## config.mk

```make
export PLATFORM = sky130hd
export DESIGN_NAME = min_max_decimation_pyramid_unit_flat
export DESIGN_NICKNAME = d
export VERILOG_FILES = /design/src/hdl/mmdp_pkg.sv /design/src/hdl/mmdp_in_if.sv /design/src/hdl/mmdp_out_if.sv /design/src/hdl/min_max_decimation_pyramid_unit.sv /design/src/hdl/mmdp_cell.sv /design/src/flat_wrapper.sv
export SDC_FILE = /design/constraint.sdc
export NUM_CORES = 2
export LEC_CHECK = 0
export BUFFER_PORTS_ARGS = -buffer_cell sky130_fd_sc_hd__buf_2
export CAP_MARGIN = 15
export CORE_MARGIN = 8
export CORE_UTILIZATION = 38
export DETAILED_ROUTE_END_ITERATION = 16
export PLACE_DENSITY = 0.52
export SLEW_MARGIN = 10
export SYNTH_ARGS = -nofsm -noshare
export SYNTH_HDL_FRONTEND = slang
export SYNTH_HIERARCHICAL = 1
export SYNTH_SLANG_ARGS = --single-unit
export TNS_END_PERCENT = 20
```

## constraint.sdc

```tcl
create_clock -name clk -period 9.8 [get_ports clk]
set_input_delay 1.96 -clock clk [delete_from_list [all_inputs] [get_ports clk]]
set_output_delay 1.96 -clock clk [all_outputs]
set_load 0.02 [all_outputs]
```

## src/hdl/mmdp_pkg.sv

```systemverilog
// ----------------------------------------------------------------------------
// mmdp_pkg
// Shared widths, constants and types of the min/max decimation pyramid.
// ----------------------------------------------------------------------------
package mmdp_pkg;

  localparam int SAMPLE_W       = 16;
  localparam int LEVEL_W        = 4;
  localparam int INDEX_W        = 15;
  localparam int CNT_W          = 16;
  localparam int DEF_MAX_LEVELS = 16;

  typedef logic signed [SAMPLE_W-1:0] smp_t;

  // carry travelling up the row of level cells
  typedef struct packed {
    logic v;
    logic carry;
    logic fin;
    smp_t cmin;
    smp_t cmax;
  } tok_t;

  // per-cell status towards the top level
  typedef struct packed {
    logic               done;
    logic               emit;
    logic [LEVEL_W-1:0] level;
    logic [INDEX_W-1:0] idx;
    smp_t               bmin;
    smp_t               bmax;
  } cell_sts_t;

  typedef struct packed {
    logic [LEVEL_W-1:0] level;
    logic [INDEX_W-1:0] bucket_idx;
    smp_t               bucket_min;
    smp_t               bucket_max;
    logic               no_levels;
    logic               overflowed;
    logic               last_result;
  } res_t;

endpackage

```

## src/hdl/mmdp_in_if.sv

```systemverilog
// ----------------------------------------------------------------------------
// mmdp_in_if
// Sample channel: valid/ready handshake with sample and end marker.
// ----------------------------------------------------------------------------
interface mmdp_in_if import mmdp_pkg::*; ();

  logic valid;
  logic ready;
  smp_t sample;
  logic end_of_signal;

  modport source (output valid, output sample, output end_of_signal, input ready);
  modport sink   (input valid, input sample, input end_of_signal, output ready);

endinterface

```

## src/hdl/mmdp_out_if.sv

```systemverilog
// ----------------------------------------------------------------------------
// mmdp_out_if
// Bucket channel: valid/ready handshake with one pyramid result.
// ----------------------------------------------------------------------------
interface mmdp_out_if import mmdp_pkg::*; ();

  logic               valid;
  logic               ready;
  logic [LEVEL_W-1:0] level;
  logic [INDEX_W-1:0] bucket_idx;
  smp_t               bucket_min;
  smp_t               bucket_max;
  logic               no_levels;
  logic               overflowed;
  logic               last_result;

  modport source (
    output valid, output level, output bucket_idx, output bucket_min,
    output bucket_max, output no_levels, output overflowed, output last_result,
    input ready
  );
  modport sink (
    input valid, input level, input bucket_idx, input bucket_min,
    input bucket_max, input no_levels, input overflowed, input last_result,
    output ready
  );

endinterface

```

## src/hdl/min_max_decimation_pyramid_unit.sv

```systemverilog
// ----------------------------------------------------------------------------
// min_max_decimation_pyramid_unit
// Streaming min/max level-of-detail pyramid built from a row of level cells.
// ----------------------------------------------------------------------------
//  channel   direction  payload
//  in_chan   sink       sample, end_of_signal
//  out_chan  source     level, bucket_idx, bucket_min, bucket_max,
//                       no_levels, overflowed, last_result
//
//  A sample is accepted in ST_IDLE; in ST_WALK the carry visits the level cells
//  (1 to MAX_LEVELS), one cell per cycle unless output back-pressure holds a
//  bucket, and ST_FLUSH releases the last bucket. A new sample is taken only
//  once the unit is back in ST_IDLE.
//  rst_n is synchronous; after it, and after every end of signal, all levels
//  are empty and the counts are zero.
// ----------------------------------------------------------------------------
module min_max_decimation_pyramid_unit import mmdp_pkg::*; #(
  parameter int MAX_LEVELS = DEF_MAX_LEVELS
) (
  input logic        clk,
  input logic        rst_n,
  mmdp_in_if.sink    in_chan,
  mmdp_out_if.source out_chan
);

  localparam int SCNT_W = MAX_LEVELS + 1;

  localparam logic [1:0] ST_IDLE  = 2'd0;
  localparam logic [1:0] ST_WALK  = 2'd1;
  localparam logic [1:0] ST_FLUSH = 2'd2;

  logic [1:0]        state_r, state_nxt;
  logic [SCNT_W-1:0] scnt_r, scnt_nxt;
  logic              ovf_r, ovf_nxt;
  logic              fin_r, fin_nxt;
  logic              hold_v_r, hold_v_nxt;
  res_t              hold_r, hold_nxt;
  logic              out_v_r, out_v_nxt;
  res_t              out_r, out_nxt;

  tok_t      tok_c   [MAX_LEVELS+1];
  logic      below_c [MAX_LEVELS+1];
  cell_sts_t sts     [MAX_LEVELS];

  logic      clr, go, out_free, out_load, walk_end, em;
  tok_t      tok_in;
  cell_sts_t em_sts;

  assign out_free   = !out_v_r || out_chan.ready;
  assign go         = !hold_v_r || out_free;
  assign below_c[0] = (scnt_r[SCNT_W-1:1] == '0);
  assign tok_c[0]   = tok_in;

  for (genvar k = 0; k < MAX_LEVELS; k++) begin : g_cell
    mmdp_cell #(
      .LVL (k)
    ) u_cell (
      .clk     (clk),
      .rst_n   (rst_n),
      .clr     (clr),
      .go      (go),
      .below_i (below_c[k]),
      .tok_i   (tok_c[k]),
      .tok_o   (tok_c[k+1]),
      .below_o (below_c[k+1]),
      .sts_o   (sts[k])
    );
  end

  // only one cell holds the carry, so an or of the gated status is a select
  always_comb begin
    em_sts   = '0;
    walk_end = tok_c[MAX_LEVELS].v;
    for (int k = 0; k < MAX_LEVELS; k++) begin
      walk_end = walk_end | sts[k].done;
      if (sts[k].emit) begin
        em_sts = em_sts | sts[k];
      end
    end
    em = em_sts.emit;
  end

  always_comb begin
    state_nxt  = state_r;
    scnt_nxt   = scnt_r;
    ovf_nxt    = ovf_r;
    fin_nxt    = fin_r;
    hold_v_nxt = hold_v_r;
    hold_nxt   = hold_r;
    out_nxt    = out_r;
    out_load   = 1'b0;
    clr        = 1'b0;
    tok_in     = '0;

    in_chan.ready = (state_r == ST_IDLE);

    if (em) begin
      hold_v_nxt            = 1'b1;
      hold_nxt.level        = em_sts.level;
      hold_nxt.bucket_idx   = em_sts.idx;
      hold_nxt.bucket_min   = em_sts.bmin;
      hold_nxt.bucket_max   = em_sts.bmax;
      hold_nxt.no_levels    = 1'b0;
      hold_nxt.overflowed   = ovf_r;
      hold_nxt.last_result  = 1'b0;
      if (hold_v_r) begin
        out_load = 1'b1;
        out_nxt  = hold_r;
      end
    end

    unique case (state_r)
      ST_IDLE: begin
        if (in_chan.valid) begin
          fin_nxt     = in_chan.end_of_signal;
          tok_in.v    = 1'b1;
          tok_in.fin  = in_chan.end_of_signal;
          tok_in.cmin = in_chan.sample;
          tok_in.cmax = in_chan.sample;
          // capacity reached: drop the sample but still run the end flush
          if (scnt_r[SCNT_W-1]) begin
            ovf_nxt = 1'b1;
          end else begin
            scnt_nxt     = scnt_r + SCNT_W'(1);
            tok_in.carry = 1'b1;
          end
          state_nxt = ST_WALK;
        end
      end
      ST_WALK: begin
        if (walk_end) begin
          state_nxt = ST_FLUSH;
        end
      end
      ST_FLUSH: begin
        if (!hold_v_r && !fin_r) begin
          state_nxt = ST_IDLE;
        end else if (out_free) begin
          out_load = 1'b1;
          if (hold_v_r) begin
            out_nxt             = hold_r;
            out_nxt.last_result = fin_r;
            hold_v_nxt          = 1'b0;
          end else begin
            // no bucket came out of the end step
            out_nxt             = '0;
            out_nxt.no_levels   = below_c[0];
            out_nxt.overflowed  = ovf_r;
            out_nxt.last_result = 1'b1;
          end
          if (fin_r) begin
            clr      = 1'b1;
            scnt_nxt = '0;
            ovf_nxt  = 1'b0;
          end
          state_nxt = ST_IDLE;
        end
      end
      default: begin
        state_nxt = ST_IDLE;
      end
    endcase

    out_v_nxt = (out_v_r && !out_chan.ready) || out_load;
  end

  always_ff @(posedge clk) begin
    if (!rst_n) begin
      state_r  <= ST_IDLE;
      scnt_r   <= '0;
      ovf_r    <= 1'b0;
      fin_r    <= 1'b0;
      hold_v_r <= 1'b0;
      out_v_r  <= 1'b0;
    end else begin
      state_r  <= state_nxt;
      scnt_r   <= scnt_nxt;
      ovf_r    <= ovf_nxt;
      fin_r    <= fin_nxt;
      hold_v_r <= hold_v_nxt;
      out_v_r  <= out_v_nxt;
    end
  end

  always_ff @(posedge clk) begin
    hold_r <= hold_nxt;
    out_r  <= out_nxt;
  end

  assign out_chan.valid        = out_v_r;
  assign out_chan.level        = out_r.level;
  assign out_chan.bucket_idx   = out_r.bucket_idx;
  assign out_chan.bucket_min   = out_r.bucket_min;
  assign out_chan.bucket_max   = out_r.bucket_max;
  assign out_chan.no_levels    = out_r.no_levels;
  assign out_chan.overflowed   = out_r.overflowed;
  assign out_chan.last_result  = out_r.last_result;

endmodule

```

## src/hdl/mmdp_cell.sv

```systemverilog
// ----------------------------------------------------------------------------
// mmdp_cell
// One pyramid level: holds the unpaired bucket and the bucket count of its
// level, pairs the incoming carry and hands the result to the next level.
// ----------------------------------------------------------------------------
module mmdp_cell import mmdp_pkg::*; #(
  parameter int LVL = 0
) (
  input  logic      clk,
  input  logic      rst_n,
  input  logic      clr,
  input  logic      go,
  input  logic      below_i,
  input  tok_t      tok_i,
  output tok_t      tok_o,
  output logic      below_o,
  output cell_sts_t sts_o
);

  logic             tok_v_r, tok_v_nxt;
  logic             tk_carry_r, tk_carry_nxt;
  logic             tk_fin_r, tk_fin_nxt;
  smp_t             tk_min_r, tk_min_nxt;
  smp_t             tk_max_r, tk_max_nxt;
  logic             pend_v_r, pend_v_nxt;
  smp_t             pend_min_r, pend_min_nxt;
  smp_t             pend_max_r, pend_max_nxt;
  logic [CNT_W-1:0] cnt_r, cnt_nxt;

  logic pair, lone, emit, stop, act;
  smp_t mrg_min, mrg_max, lone_min, lone_max, res_min, res_max;

  always_comb begin
    mrg_min  = (pend_min_r < tk_min_r) ? pend_min_r : tk_min_r;
    mrg_max  = (pend_max_r > tk_max_r) ? pend_max_r : tk_max_r;
    lone_min = tk_carry_r ? tk_min_r : pend_min_r;
    lone_max = tk_carry_r ? tk_max_r : pend_max_r;

    pair = tk_carry_r && pend_v_r;
    // unpaired carry, or the waiting bucket released at end of signal
    lone = !pair && (tk_carry_r || (tk_fin_r && pend_v_r));
    emit = pair || (lone && tk_fin_r && !below_i);
    stop = (lone && (!tk_fin_r || below_i)) || (!pair && !lone && !tk_fin_r);
    act  = tok_v_r && (go || !emit);

    res_min = pair ? mrg_min : lone_min;
    res_max = pair ? mrg_max : lone_max;

    tok_v_nxt    = tok_v_r;
    tk_carry_nxt = tk_carry_r;
    tk_fin_nxt   = tk_fin_r;
    tk_min_nxt   = tk_min_r;
    tk_max_nxt   = tk_max_r;
    pend_v_nxt   = pend_v_r;
    pend_min_nxt = pend_min_r;
    pend_max_nxt = pend_max_r;
    cnt_nxt      = cnt_r;

    if (tok_i.v) begin
      tok_v_nxt    = 1'b1;
      tk_carry_nxt = tok_i.carry;
      tk_fin_nxt   = tok_i.fin;
      tk_min_nxt   = tok_i.cmin;
      tk_max_nxt   = tok_i.cmax;
    end else if (act) begin
      tok_v_nxt = 1'b0;
    end

    if (act) begin
      if (pair) begin
        pend_v_nxt = 1'b0;
      end else if (lone) begin
        if (!tk_fin_r) begin
          pend_v_nxt   = 1'b1;
          pend_min_nxt = lone_min;
          pend_max_nxt = lone_max;
        end else begin
          pend_v_nxt = 1'b0;
        end
      end
      if (emit) begin
        cnt_nxt = cnt_r + CNT_W'(1);
      end
    end

    if (clr) begin
      tok_v_nxt  = 1'b0;
      pend_v_nxt = 1'b0;
      cnt_nxt    = '0;
    end

    tok_o.v     = act && !stop;
    tok_o.carry = pair || lone;
    tok_o.fin   = tk_fin_r;
    tok_o.cmin  = res_min;
    tok_o.cmax  = res_max;

    sts_o.done  = act && stop;
    sts_o.emit  = act && emit;
    sts_o.level = LEVEL_W'(LVL);
    sts_o.idx   = cnt_r[INDEX_W-1:0];
    sts_o.bmin  = res_min;
    sts_o.bmax  = res_max;

    below_o = (cnt_r[CNT_W-1:1] == '0);
  end

  always_ff @(posedge clk) begin
    if (!rst_n) begin
      tok_v_r  <= 1'b0;
      pend_v_r <= 1'b0;
      cnt_r    <= '0;
    end else begin
      tok_v_r  <= tok_v_nxt;
      pend_v_r <= pend_v_nxt;
      cnt_r    <= cnt_nxt;
    end
  end

  always_ff @(posedge clk) begin
    tk_carry_r <= tk_carry_nxt;
    tk_fin_r   <= tk_fin_nxt;
    tk_min_r   <= tk_min_nxt;
    tk_max_r   <= tk_max_nxt;
    pend_min_r <= pend_min_nxt;
    pend_max_r <= pend_max_nxt;
  end

endmodule
```

## src/flat_wrapper.sv

```systemverilog
// flat-port wrapper written by rule: the top's interface ports become plain ports
module min_max_decimation_pyramid_unit_flat import mmdp_pkg::*;
#(
  parameter int MAX_LEVELS = DEF_MAX_LEVELS
)
  (clk, rst_n, in_chan_valid, in_chan_sample, in_chan_end_of_signal, in_chan_ready, out_chan_valid, out_chan_level, out_chan_bucket_idx, out_chan_bucket_min, out_chan_bucket_max, out_chan_no_levels, out_chan_overflowed, out_chan_last_result, out_chan_ready);
  mmdp_in_if in_chan_i ();
  mmdp_out_if out_chan_i ();
  input logic clk;
  input logic rst_n;
  input wire logic [$bits(in_chan_i.valid)-1:0] in_chan_valid;
  input wire logic [$bits(in_chan_i.sample)-1:0] in_chan_sample;
  input wire logic [$bits(in_chan_i.end_of_signal)-1:0] in_chan_end_of_signal;
  output wire logic [$bits(in_chan_i.ready)-1:0] in_chan_ready;
  output wire logic [$bits(out_chan_i.valid)-1:0] out_chan_valid;
  output wire logic [$bits(out_chan_i.level)-1:0] out_chan_level;
  output wire logic [$bits(out_chan_i.bucket_idx)-1:0] out_chan_bucket_idx;
  output wire logic [$bits(out_chan_i.bucket_min)-1:0] out_chan_bucket_min;
  output wire logic [$bits(out_chan_i.bucket_max)-1:0] out_chan_bucket_max;
  output wire logic [$bits(out_chan_i.no_levels)-1:0] out_chan_no_levels;
  output wire logic [$bits(out_chan_i.overflowed)-1:0] out_chan_overflowed;
  output wire logic [$bits(out_chan_i.last_result)-1:0] out_chan_last_result;
  input wire logic [$bits(out_chan_i.ready)-1:0] out_chan_ready;
  assign in_chan_i.valid = in_chan_valid;
  assign in_chan_i.sample = in_chan_sample;
  assign in_chan_i.end_of_signal = in_chan_end_of_signal;
  assign in_chan_ready = in_chan_i.ready;
  assign out_chan_valid = out_chan_i.valid;
  assign out_chan_level = out_chan_i.level;
  assign out_chan_bucket_idx = out_chan_i.bucket_idx;
  assign out_chan_bucket_min = out_chan_i.bucket_min;
  assign out_chan_bucket_max = out_chan_i.bucket_max;
  assign out_chan_no_levels = out_chan_i.no_levels;
  assign out_chan_overflowed = out_chan_i.overflowed;
  assign out_chan_last_result = out_chan_i.last_result;
  assign out_chan_i.ready = out_chan_ready;
  min_max_decimation_pyramid_unit #(.MAX_LEVELS(MAX_LEVELS)) u_core (.clk(clk), .rst_n(rst_n), .in_chan(in_chan_i), .out_chan(out_chan_i));
endmodule
```

==> run_results.csv <==
group,metric,value,unit
timing,slew_violations,0,
setup_path,crit_required,10.52,ns
setup_path,crit_top_cell,"buf_4",
placement,io_buffers,76,
global_route,gr-usage-all-layers,0.2104,
clocking,clock_latency,0.84,ns
timing,worst_pin_slew,1.171,ns
global_route,grt_max_degree,58,
setup_path,worstSetupEndpointType,"flop",
logic_synthesis,avgSynthCellArea,11.34,sq um
global_route,grt-ovfl-total,0,
die,die-area,0.2469,sq mm
logic_synthesis,synth_area,0.08787,sq mm
timing,finalSetupViolCount,0,
setup_path,slowest_stage,"nand4_1",
clocking,h-tree-depth,4,
setup_path,critical_path.max_stage_delay,0.85,ns
setup_path,crit_path_start_kind,"primary input",
placement,dp_hpwl,206.1,mm
final_layout,synthToLayoutAreaGrowth,4.124,%
power,leakagePower,34.31,nW
clocking,cts_root_buf,"clkbuf_16",
timing,rsz0062_at_grt,"false",
power,powerDensity,148.7,mW/mm^2
timing,fin_skew,0.04982,ns
logic_synthesis,syn-instance-count,7751,
placement,gp_congestion,0.9172,
final_layout,instances_no_fill,10210,
clocking,cts_setup_buffers,0,
clocking,cts.clk_slew.worst_paths,0.06,ns
final_layout,drive_above_1_share,0.2143,
timing,slew-limit-headroom,0.2190,
global_route,grt_pass1_wl,386.0,mm
die,die_h,496.9,um
timing,fin_tns_setup,0,ns
clocking,cts_buffers,173,
clocking,cts_sinks,1472,
setup_path,worstRegToRegCells,12,
timing,fmax,172.8,MHz
setup_path,crit_start,"out_chan_ready",
detailed_routing,drc_errors,0,
timing,fin_crit,5.787,ns
status,status,"completed",
clocking,clock_path_buffers,3,
detailed_routing,drtAntennaViolNets,0,
detailed_routing,dr.pass1.iters,6,
min_path,hp-start,"u_core/hold_r[33]",
die,fp.dieW,496.9,um
global_route,grt_pass1_vias,53270,
clocking,cts_tree,"yes",
power,p_comb_frac,0.022,
setup_path,reg2reg_from,"u_core/g_cell[4].u_cell/cnt_r[4]",
setup_path,path_cells,"buf_2 > nor2b_1 > nand2_2 > buf_4 > and2_1 > and2_2 > buf_4 > nor4_1 > nand4_1 > nor2_1 > nor2_4 > buf_4 > a22o_1",
setup_path,critical_path_class,"primary input to flop",
min_path,holdPathStages,1,
timing,final-hold-violation-count,0,
detailed_routing,drt-total-wl,273.6,mm
setup_path,cp.arrival,6.51,ns
detailed_routing,drt-wirelength-per-cell,26.80,um
setup_path,path_max_fanout,56,
die,rows,176,
detailed_routing,vias,57680,
die,io_pins,77,
power,p_switching,3.011,mW
logic_synthesis,ys_warn_count,6,
global_route,grt_antenna_before_repair,33,
clocking,cts_resized,0,
die,start_util,0.3822,
timing,fin_crit_sh,0.5905,
power,p_clk_frac,0.485,
min_path,hold_class,"flop to flop",
power,vdd_drop_max,147.7,uV
power,swShare,0.2213,
detailed_routing,drt_iter0_drc,6090,
die,core-area,0.2299,sq mm
power,p_int,10.59,mW
clocking,postCtsHoldBufs,0,
flow_run,max_cap_viol_count,0,
final_layout,nets,7566,
placement,dp.cells,9881,
detailed_routing,via_per_inst,5.651,
power,p_seq_frac,0.493,
stage by stage:
step,area [sq um],util,worst slack [ns],hold WS (ns),total power [mW]
CTS,91430,0.3977,4.239,0.4635,13.76
finish,91490,0.3980,4.013,0.4639,13.61
detailed placement,85700,0.3728,3.345,0.4494,7.139
floorplan,87990,-,3.210,0.4308,7.052
global route,91470,0.3979,4.023,0.4882,14.02
global placement,85700,0.3728,3.223,0.4488,7.136
flip-flops by register name, indices dropped and copies added, names as in the netlist, 2 cells and up:
| name | count |
|---|---|
| u_core/g_cell.u_cell/pend_v_r | 16 |
| u_core/g_cell.u_cell/tok_v_r | 16 |
| u_core/out_chan.level | 4 |
| u_core/state_r | 2 |
| u_core/g_cell.u_cell/tk_max_r | 256 |
| u_core/g_cell.u_cell/tk_carry_r | 16 |
| u_core/g_cell.u_cell/tk_fin_r | 16 |
| u_core/out_chan.bucket_max | 16 |
| u_core/scnt_r | 17 |
| u_core/out_chan.bucket_min | 16 |
| u_core/g_cell.u_cell/pend_min_r | 256 |
| u_core/g_cell.u_cell/tk_min_r | 256 |
| u_core/out_chan.bucket_idx | 15 |
| u_core/g_cell.u_cell/pend_max_r | 256 |
| u_core/g_cell.u_cell/cnt_r | 255 |
| u_core/hold_r | 52 |
power by group through the flow:
stage               clock (mW)  combinational, mW  sequential, mW
finish                    6.60              0.294            6.71
global route              6.98              0.320            6.71
CTS                       6.75              0.296            6.71
detailed placement           0              0.295            6.84
global placement             0              0.291            6.85
floorplan                    0              0.223            6.83
layout by cell type (no fill, tap or decap), types with 50 or more instances in the layout:
cell type	instances
conb_1	64
nand3_1	60
edfxtp_1	1108
buf_2	76
buf_4	103
a22o_1	255
nor2_1	320
nand2b_1	50
nand4_1	175
mux2_2	852
ha_1	513
dfxtp_1	364
mux2_4	150
a21o_1	68
and3_1	75
xnor2_1	135
nor4_1	91
a21oi_1	332
or3_1	76
a221oi_1	204
nor2b_1	97
clkbuf_16	175
o21ai_0	180
inv_1	611
nor3_1	97
nand2_1	320
per-layer routing:
metal  wire (um)  share of wire  track usage  vias up
li1            -              -            -    26350
met1      129200           0.47       0.3162    28890
met2      109300           0.40       0.2943     2142
met3       28710           0.10      0.06181      295
met4        6267          0.023      0.04976        0
met5           0              0            0        -
worst max-delay path, delay by kind of cell:
kind	cells	cell delay, ns
AO/OA/AOI/OAI	1	0.34
buffers and inverters	4	1.15
AND/OR/NAND/NOR	8	2.92
path summary, 6_finish.rpt:
| kind | end | slack (ns) |
|---|---|---|
| hold / removal | u_core/out_chan.bucket_min[14] | 0.46 |
| setup / recovery | u_core/out_chan.bucket_min[2] | 4.01 |
| hold reg to reg | u_core/out_chan.bucket_min[14] | 0.46 |
| setup reg to reg | u_core/out_chan.bucket_min[2] | 4.58 |
cell type report:
class | count | area, sq um
Clock buffer | 224 | 4663
Timing Repair Buffer | 181 | 1194
Sequential cell | 1472 | 40560
Fill cell | 21820 | 138400
Antenna cell | 9 | 22.52
Inverter | 617 | 2316
Tap cell | 3026 | 3786
Clock inverter | 90 | 1060
Multi-Input combinational cell | 4587 | 37890
Power figures use the tool's default switching activity.
